## config.mk

```make
export PLATFORM = sky130hd
export DESIGN_NAME = number_literal_scanner_top
export DESIGN_NICKNAME = d
export VERILOG_FILES = /design/src/rtl/nls_pkg.sv /design/src/rtl/number_literal_scanner_top.sv /design/src/rtl/nls_front.sv /design/src/rtl/nls_queue.sv /design/src/rtl/nls_back.sv
export SDC_FILE = /design/constraint.sdc
export NUM_CORES = 1
export LEC_CHECK = 0
export ABC_CLOCK_PERIOD_IN_PS = 5200
export BUFFER_PORTS_ARGS = -buffer_cell sky130_fd_sc_hd__buf_2
export CORE_MARGIN = 2
export CORE_UTILIZATION = 31
export CTS_CLUSTER_SIZE = 14
export DETAILED_ROUTE_END_ITERATION = 8
export HOLD_SLACK_MARGIN = 0.15
export SLEW_MARGIN = 15
export SYNTH_ARGS = -nofsm -noshare
export SYNTH_HDL_FRONTEND = slang
export SYNTH_SLANG_ARGS = --single-unit
```

## constraint.sdc

```tcl
create_clock -name clock -period 5.2 [get_ports clock]
set_input_delay 0.26 -clock clock [delete_from_list [all_inputs] [get_ports clock]]
set_output_delay 0.26 -clock clock [all_outputs]
set_load 0.02 [all_outputs]
```

## src/rtl/nls_pkg.sv

```systemverilog
`timescale 1ns / 1ps
// ----------------------------------------------------------------------------
// nls_pkg
// shared types and constants for the number literal scanner
// ----------------------------------------------------------------------------
package nls_pkg;

   // character codes the scanner looks for
   localparam logic [7:0] CH_ZERO       = 8'h30;
   localparam logic [7:0] CH_ONE        = 8'h31;
   localparam logic [7:0] CH_TWO        = 8'h32;
   localparam logic [7:0] CH_SEVEN      = 8'h37;
   localparam logic [7:0] CH_EIGHT      = 8'h38;
   localparam logic [7:0] CH_NINE       = 8'h39;
   localparam logic [7:0] CH_UPPER_A    = 8'h41;
   localparam logic [7:0] CH_UPPER_F    = 8'h46;
   localparam logic [7:0] CH_LOWER_B    = 8'h62;
   localparam logic [7:0] CH_UNDERSCORE = 8'h5F;
   localparam logic [7:0] CH_LOWER_X    = 8'h78;
   localparam logic [7:0] CH_LOWER_P    = 8'h70;
   localparam logic [7:0] CH_UPPER_S    = 8'h53;
   localparam logic [7:0] CH_DOT        = 8'h2E;
   localparam logic [7:0] CH_PLUS       = 8'h2B;
   localparam logic [7:0] CH_MINUS      = 8'h2D;

   // radix codes as they appear on the result
   localparam logic [1:0] RADIX_DEC = 2'd0;
   localparam logic [1:0] RADIX_BIN = 2'd1;
   localparam logic [1:0] RADIX_OCT = 2'd2;
   localparam logic [1:0] RADIX_HEX = 2'd3;

   localparam logic KIND_INT   = 1'b0;
   localparam logic KIND_FLOAT = 1'b1;

   // character classes produced by the front end
   typedef enum logic [3:0] {
      CLS_ZERO,
      CLS_ONE,
      CLS_OCT,        // 2 to 7
      CLS_DEC_HI,     // 8 and 9
      CLS_HEX_AF,     // uppercase A to F
      CLS_B,
      CLS_UNDERSCORE,
      CLS_X,
      CLS_P,
      CLS_S,
      CLS_DOT,
      CLS_SIGN,
      CLS_OTHER
   } char_class_type;

   typedef enum logic [3:0] {
      MODE_IDLE,
      MODE_ZERO,
      MODE_BIN,
      MODE_DEC_INT,
      MODE_DEC_FRAC,
      MODE_DEC_ESIGN,
      MODE_DEC_EXP,
      MODE_PFX_INT,
      MODE_PFX_FRAC,
      MODE_PFX_ESIGN,
      MODE_PFX_EXP,
      MODE_SUFFIXED
   } scan_mode_type;

   // one classified byte as it travels through the queue
   typedef struct packed {
      logic           start;
      char_class_type cls;
   } qentry_type;

   // queue status seen by the front end and the back end
   typedef struct packed {
      logic       full;
      logic       valid;
      qentry_type head;
   } qstat_type;

endpackage

```

## src/rtl/number_literal_scanner_top.sv

```systemverilog
`timescale 1ns / 1ps
// ----------------------------------------------------------------------------
// number_literal_scanner_top
// scans numeric literals from a byte stream, while the queue has room one byte per cycle
// ----------------------------------------------------------------------------
// Feed source bytes on req_ch, raising req_start_req on the first byte of a
// literal. The block takes one byte per cycle while the byte queue is not
// full, and gives one result item per literal (kind, radix, length,
// too_long) when the first byte that does not belong to it arrives, or when
// a new start byte arrives. That ending byte is not counted. The byte that
// ends the literal is written into the byte queue, then the back end loads
// the result register and raises rsp_valid; a result still waiting to be
// taken holds the back end. Throughput is set by the back end state
// machine, which takes one queued byte per cycle whenever the result
// register is free or being taken.
// ----------------------------------------------------------------------------
module number_literal_scanner_top #(
   parameter int MAX_LENGTH  = 255,  // saturation point of the byte count, 15 to 65535
   parameter int QUEUE_DEPTH = 4     // entries between front and back end
) (
   input  logic       clock,
   input  logic       reset,
   input  logic       req_valid,
   output logic       req_ready,
   input  logic [7:0] req_ch,
   input  logic       req_start_req,
   output logic       rsp_valid,
   input  logic       rsp_ready,
   output logic       rsp_token_kind,
   output logic [1:0] rsp_radix,
   output logic [7:0] rsp_length,
   output logic       rsp_too_long
);
   import nls_pkg::*;

   // front to queue
   logic       push;
   qentry_type push_entry;
   // queue to back end
   qstat_type  stat;
   logic       pop;

   // front end: classify each byte into a small class code
   nls_front u_front (
      .req_valid     (req_valid),
      .req_ready     (req_ready),
      .req_ch        (req_ch),
      .req_start_req (req_start_req),
      .queue_full    (stat.full),
      .push          (push),
      .push_entry    (push_entry)
   );

   // queue lets the front keep taking bytes while the result side stalls
   nls_queue #(
      .DEPTH (QUEUE_DEPTH)
   ) u_queue (
      .clock      (clock),
      .reset      (reset),
      .push       (push),
      .push_entry (push_entry),
      .pop        (pop),
      .stat       (stat)
   );

   // back end: literal state machine plus registered result
   nls_back #(
      .MAX_LENGTH (MAX_LENGTH)
   ) u_back (
      .clock          (clock),
      .reset          (reset),
      .stat           (stat),
      .pop            (pop),
      .rsp_valid      (rsp_valid),
      .rsp_ready      (rsp_ready),
      .rsp_token_kind (rsp_token_kind),
      .rsp_radix      (rsp_radix),
      .rsp_length     (rsp_length),
      .rsp_too_long   (rsp_too_long)
   );

endmodule

```

## src/rtl/nls_front.sv

```systemverilog
`timescale 1ns / 1ps
// ----------------------------------------------------------------------------
// nls_front
// accepts bytes and sorts each into a character class for the queue
// ----------------------------------------------------------------------------
module nls_front (
   input  logic                req_valid,
   output logic                req_ready,
   input  logic [7:0]          req_ch,
   input  logic                req_start_req,
   input  logic                queue_full,
   output logic                push,
   output nls_pkg::qentry_type push_entry
);
   import nls_pkg::*;

   char_class_type cls;

   always_comb begin
      if (req_ch == CH_ZERO) begin
         cls = CLS_ZERO;
      end else if (req_ch == CH_ONE) begin
         cls = CLS_ONE;
      end else if (req_ch inside {[CH_TWO:CH_SEVEN]}) begin
         cls = CLS_OCT;
      end else if (req_ch inside {[CH_EIGHT:CH_NINE]}) begin
         cls = CLS_DEC_HI;
      end else if (req_ch inside {[CH_UPPER_A:CH_UPPER_F]}) begin
         cls = CLS_HEX_AF;
      end else if (req_ch == CH_LOWER_B) begin
         cls = CLS_B;
      end else if (req_ch == CH_UNDERSCORE) begin
         cls = CLS_UNDERSCORE;
      end else if (req_ch == CH_LOWER_X) begin
         cls = CLS_X;
      end else if (req_ch == CH_LOWER_P) begin
         cls = CLS_P;
      end else if (req_ch == CH_UPPER_S) begin
         cls = CLS_S;
      end else if (req_ch == CH_DOT) begin
         cls = CLS_DOT;
      end else if (req_ch inside {CH_PLUS, CH_MINUS}) begin
         cls = CLS_SIGN;
      end else begin
         cls = CLS_OTHER;
      end
   end

   assign req_ready        = !queue_full;
   assign push             = req_valid && !queue_full;
   assign push_entry.start = req_start_req;
   assign push_entry.cls   = cls;

endmodule

```

## src/rtl/nls_queue.sv

```systemverilog
`timescale 1ns / 1ps
// ----------------------------------------------------------------------------
// nls_queue
// short first-in first-out queue of classified bytes
// ----------------------------------------------------------------------------
module nls_queue #(
   parameter int DEPTH = 4
) (
   input  logic                clock,
   input  logic                reset,
   input  logic                push,
   input  nls_pkg::qentry_type push_entry,
   input  logic                pop,
   output nls_pkg::qstat_type  stat
);
   import nls_pkg::*;

   localparam int PW = (DEPTH > 1) ? $clog2(DEPTH) : 1;
   localparam int CW = $clog2(DEPTH + 1);

   qentry_type          slot_ff [DEPTH];
   logic [PW-1:0]       wr_ptr_ff, wr_ptr_in;
   logic [PW-1:0]       rd_ptr_ff, rd_ptr_in;
   logic [CW-1:0]       count_ff, count_in;
   logic                do_pop;

   assign do_pop = pop && (count_ff != '0);

   always_comb begin
      wr_ptr_in = wr_ptr_ff;
      rd_ptr_in = rd_ptr_ff;
      count_in  = count_ff;
      if (push) begin
         wr_ptr_in = (wr_ptr_ff == PW'(DEPTH - 1)) ? '0 : wr_ptr_ff + PW'(1);
      end
      if (do_pop) begin
         rd_ptr_in = (rd_ptr_ff == PW'(DEPTH - 1)) ? '0 : rd_ptr_ff + PW'(1);
      end
      if (push && !do_pop) begin
         count_in = count_ff + CW'(1);
      end else if (!push && do_pop) begin
         count_in = count_ff - CW'(1);
      end
   end

   always_ff @(posedge clock) begin
      if (reset) begin
         wr_ptr_ff <= '0;
         rd_ptr_ff <= '0;
         count_ff  <= '0;
      end else begin
         wr_ptr_ff <= wr_ptr_in;
         rd_ptr_ff <= rd_ptr_in;
         count_ff  <= count_in;
      end
   end

   always_ff @(posedge clock) begin
      if (push) begin
         slot_ff[wr_ptr_ff] <= push_entry;
      end
   end

   assign stat.full  = (count_ff == CW'(DEPTH));
   assign stat.valid = (count_ff != '0);
   assign stat.head  = slot_ff[rd_ptr_ff];

endmodule

```

## src/rtl/nls_back.sv

```systemverilog
`timescale 1ns / 1ps
// ----------------------------------------------------------------------------
// nls_back
// literal state machine and result register
// ----------------------------------------------------------------------------
module nls_back #(
   parameter int MAX_LENGTH = 255
) (
   input  logic               clock,
   input  logic               reset,
   input  nls_pkg::qstat_type stat,
   output logic               pop,
   output logic               rsp_valid,
   input  logic               rsp_ready,
   output logic               rsp_token_kind,
   output logic [1:0]         rsp_radix,
   output logic [7:0]         rsp_length,
   output logic               rsp_too_long
);
   import nls_pkg::*;

   localparam int CW = $clog2(MAX_LENGTH + 1);

   scan_mode_type  mode_ff, mode_in;
   logic [1:0]     radix_ff, radix_in;
   logic [CW-1:0]  count_ff, count_in;
   logic           ovf_ff, ovf_in;

   logic           rsp_valid_ff, rsp_valid_in;
   logic           kind_ff, kind_in;
   logic [1:0]     rsp_radix_ff, rsp_radix_in;
   logic [7:0]     length_ff, length_in;
   logic           too_long_ff, too_long_in;

   logic           start;
   char_class_type cls;
   logic           is_dec, is_oct, is_rdig;
   scan_mode_type  begin_mode, step_mode;
   logic [1:0]     step_radix;
   logic           emit;
   logic           cur_float;
   logic [7:0]     cur_length;

   assign start = stat.head.start;
   assign cls   = stat.head.cls;
   assign pop   = stat.valid && (!rsp_valid_ff || rsp_ready);

   assign is_oct  = (cls inside {CLS_ZERO, CLS_ONE, CLS_OCT});
   assign is_dec  = is_oct || (cls == CLS_DEC_HI);
   assign is_rdig = (radix_ff == RADIX_HEX) ? (is_dec || cls == CLS_HEX_AF) : is_oct;

   // mode for a byte that opens a literal
   always_comb begin
      case (cls)
         CLS_ZERO:                     begin_mode = MODE_ZERO;
         CLS_ONE, CLS_OCT, CLS_DEC_HI: begin_mode = MODE_DEC_INT;
         CLS_DOT:                      begin_mode = MODE_DEC_FRAC;
         default:                      begin_mode = MODE_IDLE;
      endcase
   end

   // transition for a byte inside a literal, idle means it ends the literal
   always_comb begin
      step_mode  = MODE_IDLE;
      step_radix = radix_ff;
      case (mode_ff)
         MODE_ZERO: begin
            if (cls == CLS_B) begin
               step_mode  = MODE_BIN;
               step_radix = RADIX_BIN;
            end else if (cls == CLS_UNDERSCORE) begin
               step_mode  = MODE_PFX_INT;
               step_radix = RADIX_OCT;
            end else if (cls == CLS_X) begin
               step_mode  = MODE_PFX_INT;
               step_radix = RADIX_HEX;
            end else if (is_dec) begin
               step_mode = MODE_DEC_INT;
            end else if (cls == CLS_DOT) begin
               step_mode = MODE_DEC_FRAC;
            end
         end
         MODE_BIN: begin
            if (cls inside {CLS_ZERO, CLS_ONE}) step_mode = MODE_BIN;
         end
         MODE_DEC_INT: begin
            if (is_dec)              step_mode = MODE_DEC_INT;
            else if (cls == CLS_DOT) step_mode = MODE_DEC_FRAC;
         end
         MODE_DEC_FRAC: begin
            if (is_dec)            step_mode = MODE_DEC_FRAC;
            else if (cls == CLS_P) step_mode = MODE_DEC_ESIGN;
         end
         MODE_DEC_ESIGN: begin
            if (cls == CLS_SIGN || is_oct) step_mode = MODE_DEC_EXP;
         end
         MODE_DEC_EXP: begin
            if (is_oct) step_mode = MODE_DEC_EXP;
         end
         MODE_PFX_INT: begin
            if (is_rdig)             step_mode = MODE_PFX_INT;
            else if (cls == CLS_DOT) step_mode = MODE_PFX_FRAC;
            else if (cls == CLS_P)   step_mode = MODE_PFX_ESIGN;
            else if (cls == CLS_S)   step_mode = MODE_SUFFIXED;
         end
         MODE_PFX_FRAC: begin
            if (is_rdig)           step_mode = MODE_PFX_FRAC;
            else if (cls == CLS_P) step_mode = MODE_PFX_ESIGN;
         end
         MODE_PFX_ESIGN: begin
            if (cls == CLS_SIGN || is_rdig) step_mode = MODE_PFX_EXP;
         end
         MODE_PFX_EXP: begin
            if (is_rdig) step_mode = MODE_PFX_EXP;
         end
         default: begin
            step_mode = MODE_IDLE;
         end
      endcase
   end

   // next state of the scanner
   always_comb begin
      mode_in  = mode_ff;
      radix_in = radix_ff;
      count_in = count_ff;
      ovf_in   = ovf_ff;
      if (pop) begin
         if (start) begin
            mode_in  = begin_mode;
            radix_in = RADIX_DEC;
            count_in = (begin_mode != MODE_IDLE) ? CW'(1) : '0;
            ovf_in   = 1'b0;
         end else if (mode_ff != MODE_IDLE) begin
            if (step_mode == MODE_IDLE) begin
               mode_in  = MODE_IDLE;
               radix_in = RADIX_DEC;
               count_in = '0;
               ovf_in   = 1'b0;
            end else begin
               mode_in  = step_mode;
               radix_in = step_radix;
               if (32'(count_ff) < 32'(MAX_LENGTH)) count_in = count_ff + CW'(1);
               else                                 ovf_in   = 1'b1;
            end
         end
      end
   end

   // result outputs; the idle state holds zeros, which is the empty literal
   assign cur_float = (mode_ff inside {MODE_DEC_FRAC, MODE_DEC_ESIGN, MODE_DEC_EXP,
                                       MODE_PFX_FRAC, MODE_PFX_ESIGN, MODE_PFX_EXP});
   assign cur_length = (32'(count_ff) > 32'd255) ? 8'hFF : 8'(count_ff);

   always_comb begin
      emit = 1'b0;
      if (pop) begin
         if (mode_ff == MODE_IDLE) emit = start && (begin_mode == MODE_IDLE);
         else                      emit = start || (step_mode == MODE_IDLE);
      end
      rsp_valid_in = rsp_valid_ff && !rsp_ready;
      kind_in      = kind_ff;
      rsp_radix_in = rsp_radix_ff;
      length_in    = length_ff;
      too_long_in  = too_long_ff;
      if (emit) begin
         rsp_valid_in = 1'b1;
         kind_in      = cur_float ? KIND_FLOAT : KIND_INT;
         rsp_radix_in = radix_ff;
         length_in    = cur_length;
         too_long_in  = ovf_ff;
      end
   end

   always_ff @(posedge clock) begin
      if (reset) begin
         mode_ff      <= MODE_IDLE;
         radix_ff     <= RADIX_DEC;
         count_ff     <= '0;
         ovf_ff       <= 1'b0;
         rsp_valid_ff <= 1'b0;
      end else begin
         mode_ff      <= mode_in;
         radix_ff     <= radix_in;
         count_ff     <= count_in;
         ovf_ff       <= ovf_in;
         rsp_valid_ff <= rsp_valid_in;
      end
   end

   always_ff @(posedge clock) begin
      kind_ff      <= kind_in;
      rsp_radix_ff <= rsp_radix_in;
      length_ff    <= length_in;
      too_long_ff  <= too_long_in;
   end

   assign rsp_valid      = rsp_valid_ff;
   assign rsp_token_kind = kind_ff;
   assign rsp_radix      = rsp_radix_ff;
   assign rsp_length     = length_ff;
   assign rsp_too_long   = too_long_ff;

endmodule

```

Yosys cells after proc, flatten, opt, wreduce, memory -nomap -nowiden. Memory sizes are Yosys's and may differ from the RTL's. A register that Yosys moved wholly into a read port is not among the register bits. Cells that the tools add are included.

Register bits after elaboration: 35. Latch bits: 0. Bits in writable memories: 20. Bits in read-only memories: 0. Bits of input ports: 13. Output and inout port bits: 14. Memories kept: 1.

Add/sub/neg operators: 5. Multiply operators: 0. Div/mod/pow operators: 0. Magnitude comparators: 7. Equality and inequality tests: 36. Shifts and indexed selects: 0. Multiplexer cells: 64. Bitwise operators: 0. Reductions and logical operators: 42.

Memory list: u_queue.slot_ff (words 4, width 5, rd ports 1, clocked after memory_dff 1, write ports 1, line nls_queue.sv:21) `qentry_type slot_ff [DEPTH];`.

Operator list (number): $mux 4 (27); $eq 8x6->1 const B (5); $eq 8x7->1 const B (5); $pmux 4 s10 (1); $eq 4x3->1 const B (8); $mux 8 (4); $eq 4x4->1 const B (7); $mux 2 (12); $mux 3 (7); $eq 4x2->1 const B (4); $ge 8x6->1 const B (2); $le 8x6->1 const B (2); $logic_not 4->1 (4); $mux 1 (12); $reduce_bool 3->1 (4); $logic_and 1x1->1 (10); $pmux 3 s3 (1); $add 8x1->8 const B (1); $eq 4x1->1 const B (2); $ge 8x7->1 const B (1); $le 8x7->1 const B (1); $lt 8x8->1 const B (1); $reduce_bool 2->1 (4); $reduce_bool 4->1 (2); 14 further kinds (27).

Logic depth before layout (Yosys ltp). Gate-level depths: netlist (run 1).

Word-level depth: 14. Depth in mapped cells: 10. Mapped depth without buffers: 9.

By module. Synthesis (run 1) repeated with hierarchy kept, for this count alone.

Cells, all modules: 307. Area, all modules: 3179.3 sq um.

Modules (own cells, without submodules): nls_back (instances 1, cells each 188, area each 1714.1 sq um, seq. area each 680.7 sq um); nls_queue (instances 1, cells each 70, area each 1181.1 sq um, seq. area each 780.7 sq um); nls_front (instances 1, cells each 49, area each 284.0 sq um, seq. area each 0.0 sq um).

Worst setup path before layout (run 1). Ideal clock, no wire load.

Path kind: flip-flop to flip-flop. Start: register with a tool-made name. End: register u_back.length_ff[0] (netlist: u_back.rsp_length[0]), enable pin. Library setup time: 0.412 ns. Arrival time: 3.244 ns. Path slack: 1.543 ns. Cell stages (with the launch flop): 9. Period minus slack after synthesis: 3.657 ns. Path through: dfxtp_1 buf_6 mux4_2 and2_2 xnor2_1 and2_1 a211oi_2 a21oi_2 nor4_1.

RTL lines: to (signal assigned) (line nls_back.sv:194) `length_ff <= length_in;`; to (decl) (line nls_back.sv:32) `logic [7:0] length_ff, length_in;`.

==> impl_metrics.csv, run 1 <==
group,metric,value,unit
synth,ys_types,67,
clock_network,clock_tree.root_cell,"clkbuf_8",
timing,final-hold-violation-count,0,
clock_network,path_clk_slew,0.06,ns
setup_path,r2r_end,"u_back.rsp_length[3]",
power_and_ir_drop,pwr-share-comb,40.7,%
setup_path,cp_slowest_cell,"mux4_2",
setup_path,end_kind,"flip-flop",
floorplanning,rows,36,
floorplanning,start_util,32.3,%
timing,finClkSkew,0.00754,ns
place,place_hpwl,4.66,mm
place,numPortBuffers,26,
timing,min_period,3.11,ns
setup_path,start_kind,"flip-flop",
drt,drtPass1Iterations,4,
status,status,"finished, final reports clean",
power_and_ir_drop,p_sw,0.000745,W
min_path,whs_path_depth,1,
synth,synth-seq-cells,57,
timing,fmax,322,MHz
clock_network,cts_inserted_buffers,9,
clock_network,clock_sinks,57,
grt,grt_pass1_vias,2314,
drt,vias_per_cell,5.15,
timing,setup_viol,0,
synth,yosys_warnings,0,
setup_path,worstSetupPathType,"flip-flop to flip-flop",
power_and_ir_drop,power.density,524,nW/um2
setup_path,path_max_fanout,13,
grt,grt_max_degree,25,
timing,whs,0.180,ns
setup_path,ff2ff_setup_slack,2.09,ns
floorplanning,dieArea,11100,um2
setup_path,slowest_delay,0.70,ns
floorplanning,core_area,9860,um2
clock_network,clock_latency,0.32,ns
clock_network,ctsResizeCount,0,
floorplanning,pin_count,27,
clock_network,postCtsSetupRepairBufs,0,
drt,drt_iter0_drc,97,
job,maxCapViolations,0,
grt,overflow,0,
place,gp_congestion,0.933,
place,placed_cell_area,3410,um2
timing,setup_tns,0,ns
floorplanning,fp.dieW,105,um
setup_path,crit_family,"compound AO/OA/AOI/OAI gates",
layout,finalNetCount,359,
setup_path,worstPathRequired,5.23,ns
setup_path,worst-endpoint-arrival,3.13,ns
min_path,min_path_type,"primary input to flip-flop",
drt,drc,0,
layout,final_common_cell,"nor2_1",
timing,worstMarginPinSlew,0.844,ns
setup_path,cp_cell_sequence,"mux4_2 -> nor2_1 -> o21ai_0 -> a221oi_2 -> a41oi_4 -> nor4_2 -> buf_4",
grt,grt_use_total,12.2,%
drt,wl_met2,2.99,mm
synth,synth_edf_count,32,
power_and_ir_drop,peakVddDrop,0.000173,V
clock_network,cts_buffer_depth,2,
drt,wl_per_cell,13.5,um
drt,met3_length,263,um
synth,netlist_instances,317,
clock_network,cts_tree,"yes",
power_and_ir_drop,p_clk_share,23.0,%
clock_network,cts_hold_buf,0,
timing,finalCritPeriodShare,59.7,%
layout,drive_gt1_share,19.5,%
synth,syn_avg_cell_area,10.0,um2
drt,wl_met1,3.08,mm
synth,netlist_area,3180,um2
min_path,min_to,"u_queue.slot_ff[2][4]",
synth,ys_seq_area_share,45.9,%
layout,mostFrequentLayoutCells,"nor2_1 (34), nand2_1 (32), edfxtp_1 (32)",
layout,area_growth,13.7,%
drt,postRouteAntennaNets,0,
synth,syn-num-nets,338,
floorplanning,die_y,105,um
clock_network,htreeDepth,3,
power_and_ir_drop,p_int,0.00115,W
min_path,hp-start,"req_start_req",
timing,slew_headroom,43.2,%
grt,antenna_found_initial,0,
setup_path,reg2reg_depth,7,
grt,grt_pass1_wl,11.0,mm
power_and_ir_drop,swShare,39.3,%
drt,dr.max_layer_used,"met4",
timing,drv_slew,0,
timing,rsz0062_at_grt,"no",
synth,synthArstFlopShare,0,%
setup_path,path_buf_inv,1,
drt,dr_total_vias,2451,
power_and_ir_drop,power_frac_seq,36.3,%
layout,diodes,0,
synth,ys.flop_type,"edfxtp_1",
drt,drt_wl_total,6.45,mm
layout,fin_area,3620,um2
power_and_ir_drop,p_leak,1.25,nW
per-stage QoR:
step                utilization, %  setup WS (ns)  instances  total power [W]
floorplan                        -           1.54        317          0.00130
global placement              34.6           2.19        460          0.00146
detailed placement            34.6           2.08        460          0.00147
CTS                           36.7           2.09        476          0.00192
global route                  36.7           1.89        476          0.00204
finish                        36.7           2.09        476          0.00190
layout make-up:
cell class                 count  area [um2]
fill                         971        6240
multi-input combinational    235        1610
sequential                    57        1460
tap                          133         166
timing repair buffer          27         138
clock buffer                  10         128
clock inverter                 6        82.6
inverter                       8        30.0
worst register-to-register path: stages (launching register included):
cell and delay (ns):
dfxtp_1 0.53, mux4_2 0.70, nor2_1 0.24, o21ai_0 0.15, a221oi_2 0.41, a41oi_4 0.26
nor4_2 0.28, buf_4 0.24
power by group through the flow:
stage                     clock network [W]  registers (W)  logic (W)
after floorplan                           0       0.000720   0.000584
after global placement                    0       0.000695   0.000769
after detailed placement                  0       0.000698   0.000776
after CTS                          0.000447       0.000689   0.000779
after global routing               0.000471       0.000707   0.000863
final                              0.000436       0.000688   0.000772
cells by family (layout without fill, tap and decap cells):
family,after synthesis,in the layout,synth area share [%]
buf+inv,25,51,3.58
flops,57,57,45.9
mux,10,10,5.19
compound gates,66,66,16.2
xor+xnor,7,7,1.93
simple gates,144,144,23.8
fa+ha+maj,8,8,3.38
synthesized netlist by cell type (4+ instances only):
library cell	number	area, um2
a21oi_1	17	85.1
and3_1	10	62.6
buf_2	4	20.0
clkbuf_1	11	41.3
dfxtp_1	25	500
edfxtp_1	32	961
ha_1	7	87.6
inv_1	8	30.0
mux4_2	5	113
nand2_1	32	120
nand2b_1	10	62.6
nand3_1	12	60.1
nor2_1	34	128
nor2b_1	4	25.0
nor3_1	14	70.1
o21ai_0	10	50.1
xor2_1	6	52.6
worst max path at each step:
| stage | startpoint | end | slack, ns | depth (start not counted) |
|---|---|---|---|---|
| after CTS | flip-flop | u_back.rsp_token_kind | 2.09 | 7 |
| final | flip-flop | u_back.rsp_length[3] | 2.09 | 7 |
| after global placement | flip-flop | u_back.rsp_length[3] | 2.19 | 8 |
| after detailed placement | flip-flop | u_back.rsp_too_long | 2.08 | 7 |
| after floorplan | flip-flop | u_back.rsp_length[0] | 1.54 | 8 |
| after global routing | flip-flop | u_back.rsp_token_kind | 1.89 | 7 |
layer usage:
layer / vias up / global-route usage [%]
met5: - / 0
met4: 0 / 5.14
met3: 10 / 2.72
met2: 60 / 18.8
met1: 1156 / 16.5
li1: 1225 / -
registers in the layout, summed over array words and instances, names as in the netlist, named ones only:
signal	flops
u_queue.wr_ptr_ff	2
u_back.rsp_length	8
u_back.rsp_token_kind	1
u_queue.rd_ptr_ff	2
u_back.rsp_too_long	1
u_back.radix_ff	2
u_back.rsp_radix	2
u_back.rsp_valid	1
u_back.ovf_ff	1
u_back.count_ff	8
u_back.mode_ff	4
u_queue.slot_ff	20
u_queue.count_ff	3
Power figures use the tool's default switching activity.
==> run 2: changes to the inputs <==
--- a/config.mk
+++ b/config.mk
@@ -5,7 +5,7 @@
 export SDC_FILE = /design/constraint.sdc
 export NUM_CORES = 1
 export LEC_CHECK = 0
-export ABC_CLOCK_PERIOD_IN_PS = 5200
+export ABC_CLOCK_PERIOD_IN_PS = 3100
 export BUFFER_PORTS_ARGS = -buffer_cell sky130_fd_sc_hd__buf_2
 export CORE_MARGIN = 2
 export CORE_UTILIZATION = 31
==> constraint.sdc (replaced) <==
create_clock -name clock -period 3.1 [get_ports clock]
set_input_delay 0.155 -clock clock [delete_from_list [all_inputs] [get_ports clock]]
set_output_delay 0.155 -clock clock [all_outputs]
set_load 0.02 [all_outputs]
==> run 2 against run 1 <==
Utilization rose by 2.0 points. Register-to-register slack got worse by 2.0 ns. Design area rose by 5.4%. Setup slack got worse by 2.0 ns. Total power rose by 81%. Die area did not move. Global-route usage rose by 0.93 points. Sequential cell count did not move. Combinational power rose by 100%. Critical endpoint unchanged.
==> impl_metrics.csv, run 2 (synthesis gave the netlist of run 1 again) <==
group,metric,value,unit
grt,use_met2,20.5,%
timing,setup_tns,0,ns
grt,grt_pass1_wl,11.7,mm
power_and_ir_drop,peakVddDrop,0.000417,V
grt,grt_pass1_vias,2440,
grt,grt_use_total,13.1,%
drt,drt_wl_total,7.07,mm
timing,final-hold-violation-count,0,
clock_network,cts_buffer_depth,2,
min_path,hp-start,"reset",
setup_path,path_max_fanout,8,
min_path,min_to,"u_back.mode_ff[1]",
floorplanning,pin_count,27,
layout,largest_register_ffs,20,
grt,busiest_layer,"met2",
clock_network,path_clk_slew,0.07,ns
floorplanning,die_y,105,um
setup_path,r2r_end,"u_back.rsp_length[3]",
grt,antenna_found_initial,0,
setup_path,worst-endpoint-arrival,3.00,ns
layout,fillers,983,
setup_path,ff2ff_setup_slack,0.14,ns
drt,vias_per_cell,5.19,
clock_network,clock_latency,0.33,ns
layout,final_common_cell,"nor2_1",
grt,overflow,0,
setup_path,end_kind,"flip-flop",
drt,drtPass1Iterations,5,
setup_path,worstSetupPathType,"flip-flop to flip-flop",
drt,wl_per_cell,14.2,um
layout,final_util,38.7,%
min_path,whs_path_depth,2,
status,status,"finished, final reports clean",
power_and_ir_drop,p_leak,1.35,nW
floorplanning,fp.dieW,105,um
clock_network,cts_tree,"yes",
timing,fmax,338,MHz
setup_path,worstPathRequired,3.14,ns
drt,dr_total_vias,2581,
min_path,min_path_type,"primary input to flip-flop",
clock_network,clock_tree.root_cell,"clkbuf_8",
setup_path,reg2reg_depth,9,
floorplanning,rows,36,
clock_network,htreeDepth,3,
timing,drv_slew,0,
grt,use_met1,17.3,%
drt,drc,0,
timing,finalCritPeriodShare,95.4,%
timing,worstMarginPinSlew,0.695,ns
place,numPortBuffers,26,
drt,drt_iter0_drc,185,
timing,setup_viol,0,
timing,min_period,2.96,ns
layout,top_register,"u_queue.slot_ff",
power_and_ir_drop,total_power,0.00343,W
timing,slew_headroom,53.1,%
clock_network,cts_inserted_buffers,9,
grt,grt_max_degree,25,
layout,finalNetCount,380,
place,place_hpwl,5.14,mm
setup_path,start_kind,"flip-flop",
job,maxCapViolations,0,
floorplanning,start_util,32.3,%
timing,rsz0062_at_grt,"no",
floorplanning,core_area,9860,um2
layout,drive_gt1_share,23.6,%
power_and_ir_drop,power.density,900,nW/um2
layout,area_growth,19.9,%
floorplanning,dieArea,11100,um2
layout,diodes,0,
timing,whs,0.269,ns
drt,postRouteAntennaNets,0,
clock_network,clock_sinks,57,
grt,met3_usage,3.77,%
timing,finClkSkew,0.00969,ns
layout,mostFrequentLayoutCells,"nor2_1 (33), nand2_1 (32), edfxtp_1 (32)",
place,gp_congestion,0.873,
==> run 2: cell type report <==
| cell class | instances | area, um2 | area share, % |
|---|---|---|---|
| Tap cell | 133 | 166 | 4.36 |
| Sequential cell | 57 | 1470 | 38.4 |
| Multi-Input combinational cell | 236 | 1650 | 43.3 |
| Clock inverter | 7 | 85.1 | 2.23 |
| Inverter | 8 | 30.0 | 0.787 |
| Clock buffer | 9 | 124 | 3.25 |
| Timing Repair Buffer | 47 | 293 | 7.67 |
==> run 2: layer usage <==
| metal | vias up | routed length (um) |
|---|---|---|
| met3 | 17 | 384 |
| li1 | 1275 | - |
| met5 | - | 0 |
| met2 | 73 | 3250 |
| met1 | 1216 | 3300 |
| met4 | 0 | 136 |
==> run 2: report_power, final <==
group	switching [W]	internal [W]
clock network	0.000287	0.000444
logic	0.000942	0.000632
registers	0.000114	0.00101
total	0.00134	0.00209
==> run 2: what timing repair did <==
item | in CTS | in global routing
setup buffers | 0 | 3
hold endpoints to repair | 5 | 0
pin swaps | 0 | 1
gates resized for setup | 1 | 2
gates cloned | 0 | 1
setup endpoints to repair | 7 | 8
hold buffers | 2 | 0
==> run 2: how the worst max path moves through the flow <==
| stage | start | end | cells after the start |
|---|---|---|---|
| after floorplan | flip-flop | u_back.rsp_length[0] | 8 |
| after detailed placement | flip-flop | u_back.rsp_length[3] | 7 |
| after CTS | flip-flop | u_back.rsp_length[3] | 7 |
| after global routing | flip-flop | u_back.rsp_length[3] | 9 |
| final | flip-flop | u_back.rsp_length[3] | 9 |
| after global placement | flip-flop | u_back.rsp_length[3] | 8 |
==> run 2: stage by stage <==
step	worst slack, ns	cell area, um2	instances
detailed placement	0.00626	3530	475
floorplan	0.179	3200	317
global route	0.0292	3810	497
finish	0.142	3810	497
CTS	0.132	3760	493
global placement	0.103	3530	475
==> run 2: critical path, cell delays in order, from the launching register on <==
cell      delay [ns]
dfxtp_1         0.54
mux4_2          0.37
buf_4           0.18
nor2_1          0.05
a22oi_1         0.26
a221oi_2        0.12
a221oi_2        0.29
a41oi_4         0.26
nor4_4          0.37
buf_4           0.22
==> run 3: changes to the inputs <==
--- a/config.mk
+++ b/config.mk
@@ -12,6 +12,7 @@
 export CTS_CLUSTER_SIZE = 14
 export DETAILED_ROUTE_END_ITERATION = 8
 export HOLD_SLACK_MARGIN = 0.15
+export PLACE_DENSITY_LB_ADDON = 0.25
 export SLEW_MARGIN = 15
 export SYNTH_ARGS = -nofsm -noshare
 export SYNTH_HDL_FRONTEND = slang
==> run 3 against run 2 <==
Setup slack better by 0.0053 ns. Die area stayed put. Sequential power hardly changed. Final cell count stayed put. Largest power group unchanged.
==> impl_metrics.csv, run 3 (synthesis gave the netlist of run 1 again) <==
group,metric,value,unit
setup_path,crit_family,"simple AND/OR/NAND/NOR gates",
clock_network,clock_latency,0.34,ns
setup_path,cp_slowest_cell,"mux4_2",
setup_path,ff2ff_setup_slack,0.15,ns
timing,finClkSkew,0.00979,ns
layout,area_growth,17.6,%
layout,largest_register_ffs,20,
setup_path,worstPathRequired,3.15,ns
layout,mostFrequentLayoutCells,"nor2_1 (33), nand2_1 (32), edfxtp_1 (32)",
drt,drtPass1Iterations,5,
layout,final_common_cell,"nor2_1",
grt,grt_max_degree,25,
drt,drt_wl_total,6.91,mm
drt,drt_iter0_drc,184,
timing,setup_viol,0,
setup_path,reg2reg_depth,8,
power_and_ir_drop,power.density,867,nW/um2
setup_path,worstSetupPathType,"flip-flop to flip-flop",
clock_network,clock_tree.root_cell,"clkbuf_8",
min_path,min_path_type,"primary input to flip-flop",
job,maxCapViolations,0,
layout,final_util,37.9,%
floorplanning,core_area,9860,um2
clock_network,cts_buffer_depth,2,
timing,rsz0062_at_grt,"no",
timing,finalCritPeriodShare,95.2,%
setup_path,cp_cell_sequence,"mux4_2 -> and2_2 -> nand3b_2 -> a221oi_2 -> a221oi_2 -> a41oi_4 -> nor4_4 -> buf_4",
layout,diodes,0,
timing,final-hold-violation-count,0,
grt,use_met2,19.7,%
setup_path,r2r_end,"u_back.rsp_length[1]",
setup_path,endpoint,"u_back.rsp_length[1]",
floorplanning,start_util,32.3,%
clock_network,clock_sinks,57,
floorplanning,dieArea,11100,um2
drt,wl_per_cell,13.9,um
setup_path,path_buf_inv,1,
place,numPortBuffers,26,
drt,drc,0,
floorplanning,rows,36,
grt,use_met1,17.8,%
layout,top_register,"u_queue.slot_ff",
timing,min_period,2.95,ns
drt,dr_total_vias,2572,
setup_path,end_kind,"flip-flop",
power_and_ir_drop,peakVddDrop,0.000354,V
clock_network,cts_inserted_buffers,9,
timing,worstMarginPinSlew,0.740,ns
setup_path,worst-endpoint-arrival,3.00,ns
place,place_hpwl,5.09,mm
grt,busiest_layer,"met2",
timing,drv_slew,0,
clock_network,cts_tree,"yes",
setup_path,crit_path_frequent_cell,"a221oi_2",
layout,final-seq-area,1460,um2
layout,finalNetCount,380,
clock_network,path_clk_slew,0.06,ns
setup_path,slowest_delay,0.63,ns
floorplanning,pin_count,27,
grt,overflow,0,
power_and_ir_drop,total_power,0.00324,W
layout,drive_gt1_share,23.6,%
timing,setup_tns,0,ns
grt,grt_use_total,12.9,%
grt,antenna_found_initial,0,
timing,fmax,339,MHz
floorplanning,die_y,105,um
floorplanning,fp.dieW,105,um
place,gp_congestion,0.899,
grt,met3_usage,3.34,%
drt,vias_per_cell,5.18,
timing,layout_setup_ws,0.147,ns
layout,fillers,971,
setup_path,worst-path-stages,8,
power_and_ir_drop,p_leak,1.32,nW
setup_path,path_max_fanout,8,
place,pre_cts_slack,0.00828,ns
drt,postRouteAntennaNets,0,
status,status,"finished, final reports clean",
layout,multi_input_area,1630,um2
grt,grt_pass1_vias,2352,
setup_path,start_kind,"flip-flop",
timing,slew_headroom,50.1,%
clock_network,postCtsSetupRepairBufs,0,
clock_network,htreeDepth,3,
grt,grt_pass1_wl,11.6,mm
[run 3: power by group]
part           leakage (nW)  internal [W]  switching, W
Combinational         0.745      0.000625      0.000929
Sequential            0.500       0.00101      0.000107
Clock                0.0778      0.000285      0.000287
Total                  1.32       0.00192       0.00132
[run 3: worst register-to-register path, delay by kind of cell, from the launching register on]
family | cells | cell delay, ns
DFF | 1 | 0.44
AOI/OAI and AO/OA | 3 | 0.65
buffers and inverters | 1 | 0.22
and+or+nand+nor | 3 | 0.72
muxes | 1 | 0.63
[run 3: final cells by class]
class,instances,area share [%]
multi-input cells,235,43.5
repair buffers,48,8.02
clock inverters,4,0.568
clock buffers,12,3.61
well taps,133,4.45
inverters,8,0.802
flip-flops and latches,57,39.1
[run 3: what timing repair did]
item / 4_1_cts / 5_1_grt
endpoints found under the hold margin: 5 / 0
setup endpoints to repair: 0 / 23
hold buffers: 2 / 0
resized for setup: 0 / 3
[run 3: worst min path at each step]
stage | end | slack, ns | depth (start not counted) | startpoint
2_1_floorplan | u_back.count_ff[5] | 0.23 | 1 | reset
3_3_place_gp | u_queue.slot_ff[2][4] | 0.38 | 1 | req_start_req
5_1_grt | u_queue.wr_ptr_ff[1] | 0.28 | 2 | reset
6_report | u_back.mode_ff[0] | 0.26 | 2 | reset
4_1_cts | u_queue.count_ff[0] | 0.25 | 2 | reset
3_5_place_dp | u_queue.slot_ff[2][4] | 0.38 | 1 | req_start_req
[run 3: per-stage QoR]
stage / area (um2) / hold WS (ns) / std cells
3_5_place_dp: 3560 / 0.377 / 479
5_1_grt: 3740 / 0.282 / 497
3_3_place_gp: 3560 / 0.378 / 479
6_report: 3740 / 0.261 / 497
4_1_cts: 3740 / 0.249 / 497
2_1_floorplan: 3200 / 0.226 / 317
[run 3: layer usage]
metal	part of all wire, %	vias up
met4	0.94	0
met1	47	1234
met5	0	-
met2	47	67
met3	4.8	5
li1	-	1266
